--- src/rtl/core/spc_pkg.sv ---
// ----------------------------------------------------------------------------
// spc_pkg: shared types and codes of the stepper position controller
// Event kinds, axis status codes, direction codes and position width.
// ----------------------------------------------------------------------------
package spc_pkg;

   // Position counters are POS_W bits wide (8 .. 32); ports stay 32 bits.
   localparam int POS_W = 32;

   typedef logic [POS_W-1:0] pos_type;
   typedef logic [2:0]       kind_type;
   typedef logic [2:0]       status_type;
   typedef logic [1:0]       dir_type;

   // Event kinds
   localparam kind_type KIND_MOVE  = 3'd0;
   localparam kind_type KIND_CAL   = 3'd1;
   localparam kind_type KIND_STEP  = 3'd2;
   localparam kind_type KIND_LIMIT = 3'd3;
   localparam kind_type KIND_ESTOP = 3'd4;

   // Axis status
   localparam status_type ST_FREE    = 3'd0;
   localparam status_type ST_FWD     = 3'd1;
   localparam status_type ST_BACK    = 3'd2;
   localparam status_type ST_CAL_MIN = 3'd3;
   localparam status_type ST_CAL_MAX = 3'd4;
   localparam status_type ST_ESTOP   = 3'd5;

   // Travel direction
   localparam dir_type DIR_NONE = 2'd0;
   localparam dir_type DIR_FWD  = 2'd1;
   localparam dir_type DIR_BACK = 2'd2;

   localparam pos_type POS_ONES = '1;
   localparam pos_type POS_ZERO = '0;
   localparam pos_type POS_ONE  = pos_type'(1);

endpackage

--- src/rtl/core/step_position_controller.sv ---
// ----------------------------------------------------------------------------
// step_position_controller: stepper axis position controller with homing
// Tracks status, position, learned maximum, target and direction of one axis.
// ----------------------------------------------------------------------------
// One transaction per cycle as long as rsp_stall stays low: each request
// (move, calibrate, step done, limit switch, emergency stop) is captured in
// an input register, evaluated against the axis state, and its response is
// registered into the axis state and shown on the rsp_ port. The axis state
// registers double as the response register: they change only when a new
// response replaces the one on the port. A move is taken only when the axis
// is free and stays within 0..max; a zero-length move is always accepted and
// does nothing. Emergency stop latches until reset.
module step_position_controller (
   input  logic                  clock,
   input  logic                  reset,
   // request channel
   input  logic                  req_valid,
   output logic                  req_stall,
   input  spc_pkg::kind_type     req_kind,
   input  logic [1:0]            req_move_direction,
   input  logic [31:0]           req_pulse_count,
   input  logic                  req_limit_is_max,
   // response channel
   output logic                  rsp_valid,
   input  logic                  rsp_stall,
   output logic                  rsp_accepted,
   output spc_pkg::status_type   rsp_axis_status,
   output logic [31:0]           rsp_position,
   output logic                  rsp_motor_running,
   output logic                  rsp_drive_backward,
   output logic [31:0]           rsp_max_position
);
   import spc_pkg::*;

   // input register
   logic        in_valid_ff, in_valid_in;
   kind_type    kind_ff;
   dir_type     mdir_ff;
   logic [31:0] pulses_ff;
   logic        is_max_ff;

   // axis state, also the response payload
   status_type  status_ff, status_in;
   pos_type     position_ff, position_in;
   pos_type     max_ff, max_in;
   pos_type     target_ff, target_in;
   dir_type     dir_ff, dir_in;
   logic        running_ff, running_in;
   logic        dir_pin_ff, dir_pin_in;
   logic        accepted_ff, accepted_in;
   logic        rsp_valid_ff, rsp_valid_in;

   logic        advance;
   logic        req_take;
   logic [31:0] pos_wide;
   logic [31:0] max_wide;
   logic        fwd_fits;
   logic        back_fits;
   pos_type     pos_inc;
   pos_type     pos_dec;

   function automatic logic req_pulse_count_le_max(input logic [31:0] p,
                                                    input logic [31:0] m);
      return p <= m;
   endfunction

   // Advance the evaluated transaction when the response slot is empty or
   // being drained this cycle.
   assign advance   = in_valid_ff && (!rsp_valid_ff || !rsp_stall);
   assign req_stall = in_valid_ff && !advance;
   assign req_take  = req_valid && !req_stall;

   assign in_valid_in  = req_take || (in_valid_ff && !advance);
   assign rsp_valid_in = advance || (rsp_valid_ff && rsp_stall);

   // Range checks for a move, done at the 32-bit width of pulse_count.
   assign pos_wide  = 32'(position_ff);
   assign max_wide  = 32'(max_ff);
   assign fwd_fits  = (req_pulse_count_le_max(pulses_ff, max_wide)) &&
                      (pos_wide <= max_wide - pulses_ff);
   assign back_fits = pulses_ff <= pos_wide;

   assign pos_inc = position_ff + POS_ONE;
   assign pos_dec = position_ff - POS_ONE;

   // Next axis state for the transaction held in the input register.
   always_comb begin
      status_in   = status_ff;
      position_in = position_ff;
      max_in      = max_ff;
      target_in   = target_ff;
      dir_in      = dir_ff;
      running_in  = running_ff;
      dir_pin_in  = dir_pin_ff;
      accepted_in = 1'b0;

      case (kind_ff)
         KIND_MOVE: begin
            if (pulses_ff == 32'd0) begin
               // zero-length move: accept, change nothing
               accepted_in = 1'b1;
            end else if (status_ff == ST_FREE) begin
               if (mdir_ff == DIR_FWD && fwd_fits) begin
                  target_in   = pos_type'(pos_wide + pulses_ff);
                  dir_pin_in  = 1'b0;
                  status_in   = ST_FWD;
                  dir_in      = DIR_FWD;
                  running_in  = 1'b1;
                  accepted_in = 1'b1;
               end else if (mdir_ff == DIR_BACK && back_fits) begin
                  target_in   = pos_type'(pos_wide - pulses_ff);
                  dir_pin_in  = 1'b1;
                  status_in   = ST_BACK;
                  dir_in      = DIR_BACK;
                  running_in  = 1'b1;
                  accepted_in = 1'b1;
               end
            end
         end
         KIND_CAL: begin
            if (status_ff == ST_FREE) begin
               // home toward the minimum switch from an unknown position
               position_in = POS_ONES;
               target_in   = POS_ZERO;
               max_in      = POS_ONES;
               dir_in      = DIR_BACK;
               dir_pin_in  = 1'b1;
               status_in   = ST_CAL_MIN;
               running_in  = 1'b1;
               accepted_in = 1'b1;
            end
         end
         KIND_STEP: begin
            if (running_ff) begin
               if (dir_ff == DIR_FWD) begin
                  if (position_ff >= max_ff) begin
                     running_in = 1'b0;
                     status_in  = ST_ESTOP;
                  end else begin
                     position_in = pos_inc;
                     if (pos_inc == target_ff) begin
                        running_in = 1'b0;
                        status_in  = ST_FREE;
                     end else if (pos_inc > target_ff) begin
                        running_in = 1'b0;
                        status_in  = ST_ESTOP;
                     end
                  end
               end else if (dir_ff == DIR_BACK) begin
                  if (position_ff == POS_ZERO) begin
                     running_in = 1'b0;
                     status_in  = ST_ESTOP;
                  end else begin
                     position_in = pos_dec;
                     if (pos_dec == target_ff) begin
                        running_in = 1'b0;
                        status_in  = ST_FREE;
                     end else if (pos_dec < target_ff) begin
                        running_in = 1'b0;
                        status_in  = ST_ESTOP;
                     end
                  end
               end else begin
                  // running with no direction set
                  running_in = 1'b0;
                  status_in  = ST_ESTOP;
               end
            end
         end
         KIND_LIMIT: begin
            running_in = 1'b0;
            if (status_ff == ST_CAL_MIN && !is_max_ff) begin
               // home found: start the run toward the maximum switch
               status_in   = ST_CAL_MAX;
               position_in = POS_ZERO;
               max_in      = POS_ONES;
               dir_in      = DIR_FWD;
               target_in   = POS_ONES;
               dir_pin_in  = 1'b0;
               running_in  = 1'b1;
            end else if (status_ff == ST_CAL_MAX) begin
               if (is_max_ff) begin
                  // learn travel range
                  target_in = POS_ZERO;
                  dir_in    = DIR_NONE;
                  max_in    = position_ff;
                  status_in = ST_FREE;
               end
            end else begin
               status_in = ST_ESTOP;
            end
         end
         KIND_ESTOP: begin
            running_in = 1'b0;
            status_in  = ST_ESTOP;
         end
         default: begin
            // unused kinds: no effect
         end
      endcase
   end

   // Capture the request payload.
   always_ff @(posedge clock) begin
      if (req_take) begin
         kind_ff   <= req_kind;
         mdir_ff   <= req_move_direction;
         pulses_ff <= req_pulse_count;
         is_max_ff <= req_limit_is_max;
      end
   end

   // Handshake state and axis state.
   always_ff @(posedge clock) begin
      if (reset) begin
         in_valid_ff  <= 1'b0;
         rsp_valid_ff <= 1'b0;
         status_ff    <= ST_FREE;
         position_ff  <= POS_ZERO;
         max_ff       <= POS_ZERO;
         target_ff    <= POS_ZERO;
         dir_ff       <= DIR_NONE;
         running_ff   <= 1'b0;
         dir_pin_ff   <= 1'b0;
         accepted_ff  <= 1'b0;
      end else begin
         in_valid_ff  <= in_valid_in;
         rsp_valid_ff <= rsp_valid_in;
         if (advance) begin
            status_ff   <= status_in;
            position_ff <= position_in;
            max_ff      <= max_in;
            target_ff   <= target_in;
            dir_ff      <= dir_in;
            running_ff  <= running_in;
            dir_pin_ff  <= dir_pin_in;
            accepted_ff <= accepted_in;
         end
      end
   end

   assign rsp_valid          = rsp_valid_ff;
   assign rsp_accepted       = accepted_ff;
   assign rsp_axis_status    = status_ff;
   assign rsp_position       = 32'(position_ff);
   assign rsp_motor_running  = running_ff;
   assign rsp_drive_backward = dir_pin_ff;
   assign rsp_max_position   = 32'(max_ff);

   // Emergency stop latches until reset.
   a_estop_latched: assert property (@(posedge clock) disable iff (reset)
      status_ff == ST_ESTOP |=> status_ff == ST_ESTOP)
      else $error("emergency stop released without reset");

   // The motor only runs while the axis is moving or calibrating.
   a_run_status: assert property (@(posedge clock) disable iff (reset)
      running_ff |-> (status_ff != ST_FREE && status_ff != ST_ESTOP))
      else $error("motor running while axis free or stopped");

   // A free axis is always inside its travel range.
   a_free_in_range: assert property (@(posedge clock) disable iff (reset)
      status_ff == ST_FREE |-> position_ff <= max_ff)
      else $error("free axis outside 0..max");

   // The axis state never moves while a response waits on a stalled port.
   a_state_hold: assert property (@(posedge clock) disable iff (reset)
      rsp_valid_ff && rsp_stall |=> $stable(position_ff) && $stable(status_ff))
      else $error("axis state changed under a stalled response");

endmodule

--- config.mk ---
export PLATFORM = sky130hd
export DESIGN_NAME = step_position_controller
export DESIGN_NICKNAME = d
export VERILOG_FILES = /design/src/rtl/core/spc_pkg.sv /design/src/rtl/core/step_position_controller.sv
export SDC_FILE = /design/constraint.sdc
export NUM_CORES = 1
export LEC_CHECK = 0
export BUFFER_PORTS_ARGS = -buffer_cell sky130_fd_sc_hd__buf_2
export CORE_MARGIN = 8
export CORE_UTILIZATION = 60
export DETAILED_ROUTE_END_ITERATION = 10
export PLACE_DENSITY = 0.79
export SETUP_SLACK_MARGIN = 0.5
export SLEW_MARGIN = 0
export SYNTH_ARGS = -nofsm -noshare
export SYNTH_HDL_FRONTEND = slang
export SYNTH_SLANG_ARGS = --single-unit
export TNS_END_PERCENT = 5
--- constraint.sdc ---
create_clock -name clock -period 7 [get_ports clock]
set_clock_uncertainty 0.05 [all_clocks]
set_input_delay 1.4 -clock clock [delete_from_list [all_inputs] [get_ports clock]]
set_output_delay 1.4 -clock clock [all_outputs]
set_load 0.03 [all_outputs]
---- Yosys cells after proc, flatten, opt, wreduce, memory -nomap -nowiden ----
Cells that the tools add are included.
operators by class
  equality and inequality tests ........... 26
  multiplexer cells ....................... 75
  reductions and logical operators ........ 30
  order comparisons ....................... 6
  add/sub/neg operators ................... 5
operator list
  operator                                             number
  2-to-1 mux 32 bit                                    18
  one-hot mux 32 bit (3 select lines)                  2
  less-or-equal comparator 32 bit                      3
  == test 32 bit                                       2
  zero test 32 bit                                     2
  one-hot mux 32 bit (2 select lines)                  1
  subtractor 32 bit                                    2
  2-to-1 mux 3 bit                                     17
  adder 32 x 1 -> 32 bit (second input constant)       1
  adder 32 bit                                         1
  greater-or-equal comparator 32 bit                   1
  > comparator 32 bit                                  1
  < comparator 32 bit                                  1
  subtractor 32 x 1 -> 32 bit (second input constant)  1
  2-to-1 mux 1 bit                                     24
  inequality test 3 bit (second input constant)        6
  2-to-1 mux 2 bit                                     8
  AND reduction 8 bit                                  2
  one-hot mux 3 bit (5 select lines)                   1
  inequality test 2 bit (second input constant)        5
  AND reduction 10 bit                                 1
  == test 3 x 2 -> 1 bit (second input constant)       3
  logical AND 1 bit                                    8
  AND reduction 7 bit                                  1
  other kinds (19)                                     30
word-level totals
  logic and storage cells ................. 156
  output and inout bits ................... 72
  register bits after elaboration ......... 144
  input port bits ......................... 42

---- Longest topological paths before layout ----
  depth in word-level cells ............... 9
  gate-level depth with buffers ........... 26
  depth with buffers taken out ............ 24

---- Worst setup path after synthesis ----
No wires, ideal clock.
  path kind ............................... register to register
  start point ............................. register max_ff[2] (netlist: rsp_max_position[2])
  end point ............................... register status_ff[0] (netlist: rsp_axis_status[0])
  setup slack ............................. 1.808 ns
  stages on the path, launching flop included .. 22
  library setup time ...................... 0.121 ns
  clock period less this slack ............ 5.192 ns
  data required time ...................... 6.829 ns
  arrival ................................. 5.021 ns
  path buffers ............................ 0
  cell sequence ........................... dfxtp_1 > ha_1 > a21oi_1 > a21oi_1 > nor3_2 > o31ai_1 > a221oi_2 > o211ai_1 > a41oi_1 > nor2_1 > or3_1 > xnor2_1 > ha_1 > nand4_1 > nor4_1 > nand3_1 > a2bb2oi_1 > a2bb2oi_2 > o21ai_2 > nand4b_2 > nor3_4 > mux2_2
between the ends
  cells in the longest elaborated chain, start to end .. 8
  elaborated cells on any way between the ends .. 16
  classes of those cells .................. 1 x add/sub; 3 x order compare; 2 x eq/ne; 7 x mux; 3 x reduce/logical
RTL lines
  element                             line                             source
  start, declared                     step_position_controller.sv:45   pos_type max_ff, max_in;
  start signal, assigned              step_position_controller.sv:232  max_ff <= max_in;
  subtractor 32 bit                   step_position_controller.sv:80   (pos_wide <= max_wide - pulses_ff);
  less-or-equal comparator 32 bit     step_position_controller.sv:80
  logical AND 1 bit                   step_position_controller.sv:79   assign fwd_fits = (req_pulse_count_le_max(pulses_ff, max_wide)) &&
  logical AND 1 bit                   step_position_controller.sv:103  if (mdir_ff == DIR_FWD && fwd_fits) begin
  2-to-1 mux 3 bit                    step_position_controller.sv:103
  2-to-1 mux 3 bit                    step_position_controller.sv:102  end else if (status_ff == ST_FREE) begin
  2-to-1 mux 3 bit                    step_position_controller.sv:99   if (pulses_ff == 32'd0) begin
  one-hot mux 3 bit (5 select lines)  step_position_controller.sv:97   case (kind_ff)
  end signal, assigned                step_position_controller.sv:230  status_ff <= status_in;
  end, declared                       step_position_controller.sv:43   status_type status_ff, status_in;
Several ways; a longest one is shown, not always the timed one. The select of a mux whose other input is x is not followed.
A chain may end at the register's enable or synchronous reset.

---- Worst setup path after layout ----
  start point ............................. register pulses_ff[2]
  end point ............................... register target_ff[29]
between the ends
  cells in the longest elaborated chain, start to end .. 8
  elaborated cells on any way between the ends .. 18
  classes of those cells .................. 3 x add/sub; 3 x order compare; 2 x eq/ne; 5 x mux; 5 x reduce/logical
RTL lines
  element                              line                             source
  start, declared                      step_position_controller.sv:39   logic [31:0] pulses_ff;
  start signal, assigned               step_position_controller.sv:208  pulses_ff <= req_pulse_count;
  subtractor 32 bit                    step_position_controller.sv:80
  less-or-equal comparator 32 bit      step_position_controller.sv:80
  logical AND 1 bit                    step_position_controller.sv:79
  logical AND 1 bit                    step_position_controller.sv:103
  2-to-1 mux 32 bit                    step_position_controller.sv:103
  2-to-1 mux 32 bit                    step_position_controller.sv:102
  2-to-1 mux 32 bit                    step_position_controller.sv:99
  one-hot mux 32 bit (3 select lines)  step_position_controller.sv:97
  end signal, assigned                 step_position_controller.sv:233  target_ff <= target_in;
  end, declared                        step_position_controller.sv:46   pos_type target_ff, target_in;
Several ways; a longest one is shown, not always the timed one. The select of a mux whose other input is x is not followed.

==> impl_metrics.py <==
metrics = {
    "clock_tree": {
        "path_clk_slew_ns": 0.06,
        "cts_tree": "yes",
        "clk_latency_ns": 0.44,
        "ctsHoldBuffers": 0,
        "cts.repair.resized": 0,
        "cts_buffers": 17,
        "root_buffer": "clkbuf_16",
        "htreeDepth": 4,
        "post_cts_buffers": 0,
        "clockBufferDepth": 2,
        "clock-sinks": 144,
    },
    "detailed_routing": {
        "wl_met2_um": 23290,
        "wire_per_inst_um": 23.01,
        "wl_met3_um": 4710,
        "drt-initial-drc-count": 1763,
        "drc": 0,
        "top_layer": "met4",
        "dr.pass1.iters": 6,
        "antenna_left": 0,
        "viasPerCell": 6.545,
        "drt-total-wl_um": 53790,
        "vias": 15300,
        "met1_length_um": 23620,
    },
    "sta": {
        "worst_slew_pin_slew_ns": 1.156,
        "setup_viol": 0,
        "finalHoldViolations": 0,
        "slew_headroom_pct": 22.23,
        "slew_viol_final": 0,
        "fin_tns_setup_ns": 0,
        "rsz0062_at_grt": "yes",
        "fin_crit_ns": 6.113,
        "finalCritPeriodShare_pct": 87.33,
        "fmax_mhz": 163.6,
    },
    "power_and_ir_drop": {
        "seqPwrFrac_pct": 32.1,
        "p_clk_share_pct": 36.5,
        "switching_share_pct": 34.78,
        "power_density_nw_per_um2": 173.1,
        "p_leak_nw": 7.817,
        "p_comb_share_pct": 31.4,
        "ir_drop_uv": 123.5,
        "p_int_mw": 1.905,
        "switchingPower_mw": 1.016,
    },
    "yosys": {
        "seq_area_frac_synth_pct": 21.11,
        "yosys_register_bits": 144,
        "synth_cell_type_count": 98,
        "syn-num-nets": 2209,
        "synth-edff-count": 38,
        "synthesis.area_um2": 15460,
        "synthCells": 1938,
        "syn_avg_cell_area_um2": 7.975,
        "yosysWarnings": 0,
        "synth_flop_cell": "dfxtp_1",
        "async_reset_ff_share_pct": 0,
    },
    "global_routing": {
        "grt_pass1_wl_um": 82470,
        "antenna_found_initial": 0,
        "grt_pass1_vias": 14750,
        "grt_usage_pct": 33.60,
        "grt_max_degree": 55,
        "grt-ovfl-total": 0,
    },
    "floorplan": {
        "pin_count": 114,
        "core_um2": 25250,
        "die_w_um": 176.5,
        "placementRows": 58,
        "die_h_um": 176.5,
        "dieArea_um2": 31150,
        "initial_core_util_pct": 61.20,
    },
    "cells_and_area": {
        "final_layout_size_suffix_gt1_share_pct": 12.30,
        "mostFrequentLayoutCells": "ha_1 (226), nor2_1 (201), a21oi_1 (159)",
        "final_common_cell": "ha_1",
        "syn_to_final_growth_pct": 9.180,
        "layoutNonFillerInstCount": 2338,
        "nets": 2266,
        "post-route-util_pct": 66.82,
        "n_antenna_cell": 0,
    },
    "worst_hold_path": {
        "hold_class": "reg -> reg",
    },
    "place": {
        "port_buffers": 113,
        "place_inst": 2306,
        "place.gp.congestion": 0.9775,
        "dpl.hpwl_um": 41200,
    },
    "critical_path": {
        "worstPathMaxFanout": 21,
        "cp-end-kind": "flop",
        "crit_required_ns": 7.27,
        "critical_path_class": "reg -> reg",
        "cp.arrival_ns": 6.38,
        "start_kind": "flop",
    },
    "outcome": {
        "run_status": "complete, no violations",
    },
    "run": {
        "cap_violations": 0,
    },
}
-- final timing paths --
path / start / to / slack, ns / cells after the start
max reg2reg: pulses_ff[2] / target_ff[29] / 0.89 / 23
max: pulses_ff[2] / target_ff[29] / 0.89 / 23
min reg2reg: target_ff[26] / target_ff[26] / 0.47 / 2
min: target_ff[26] / target_ff[26] / 0.47 / 2
-- per-stage QoR --
step	total power [mW]	instance area [um2]	hold WS [ns]	setup WS, ns
floorplan	1.599	15460	0.4232	1.808
global placement	1.830	16210	0.4384	1.119
detailed placement	1.843	16210	0.4489	0.9811
CTS	2.901	16870	0.4621	0.9611
global route	3.050	16870	0.5094	0.4936
finish	2.921	16870	0.4650	0.8869
-- sequential cells by signal, indices dropped and copies added, names as in the netlist, 2 cells and up --
signal / flops
rsp_axis_status: 3
kind_ff: 3
mdir_ff: 2
target_ff: 32
dir_ff: 2
rsp_max_position: 32
pulses_ff: 32
rsp_position: 32
-- Yosys cell counts (7+ instances only) --
library cell  instances  area (um2)
ha_1                226        2828
nor2_1              202       758.2
a21oi_1             159       795.8
inv_1               146       548.0
dfxtp_1             106        2122
o21ai_0              98       490.5
nand2_1              92       345.3
xnor2_1              71       621.9
clkbuf_1             67       251.5
a21o_1               66       495.5
nand4_1              55       344.1
xor2_1               40       350.3
edfxtp_1             38        1141
nand3_1              38       190.2
nor3_1               37       185.2
o22ai_1              35       219.0
mux2i_1              34       340.3
buf_2                27       135.1
nand2b_1             24       150.1
nor2b_1              24       150.1
o211ai_1             23       172.7
o21bai_1             21       157.7
a211oi_1             19       142.6
a31oi_1              19       118.9
nor4_1               19       118.9
o211a_1              19       190.2
or3_1                18       112.6
o21a_1               17       127.6
and2_1               13       81.33
and3_1               13       81.33
buf_4                11       82.58
o31ai_1              10       75.07
a221oi_1              7       61.31
or2_2                 7       43.79
-- metal layers --
layer	vias up	track usage [%]
met4	0	13.77
met5	-	0
met2	763	52.00
li1	7165	-
met3	137	6.217
met1	7238	45.33
-- final cells by class --
type                       count  area, um2
tap                          330      412.9
multi-input combinational   1535      11140
timing repair buffer         151      850.8
inverter                     146      548.0
clock buffer                  21      461.7
sequential                   144       3263
fill                        2219       8379
clock inverter                11      198.9
-- kinds of logic (layout without fill, tap and decap cells) --
group           Yosys count  in the layout  share of synthesized area, %
buf+inv                 259            329                         6.921
xor+xnor                111            111                         6.290
simple gates            582            582                         19.21
flops                   144            144                         21.11
mux                      40             40                         2.639
compound gates          573            573                         25.14
fa+ha+maj               229            229                         18.68
-- power by group through the flow --
stage          registers [mW]  clock network [mW]  logic, mW
4_1_cts                 0.936                1.07      0.897
6_report                0.939                1.07      0.916
3_3_place_gp            0.953                   0      0.877
3_5_place_dp            0.954                   0      0.889
2_1_floorplan           0.962                   0      0.637
5_1_grt                 0.941                1.10       1.01
-- critical path, stage by stage (launching register included) --
cell and delay [ns]:
edfxtp_1 0.43, inv_1 0.11, ha_1 0.29, a21oi_1 0.25, a21oi_1 0.14, nor3_2 0.33, o31ai_1 0.13, buf_4 0.17
a221oi_2 0.33, o211ai_1 0.19, a41oi_1 0.36, nor2_1 0.07, or3_1 0.33, xnor2_1 0.14, ha_1 0.29, nand4_1 0.17
nor4_1 0.34, nand3_1 0.14, o2bb2ai_1 0.22, nor2_4 0.53, buf_4 0.30, nor4_1 0.07, or3_1 0.38, o31a_1 0.24
(Power assumes the default switching activity.)
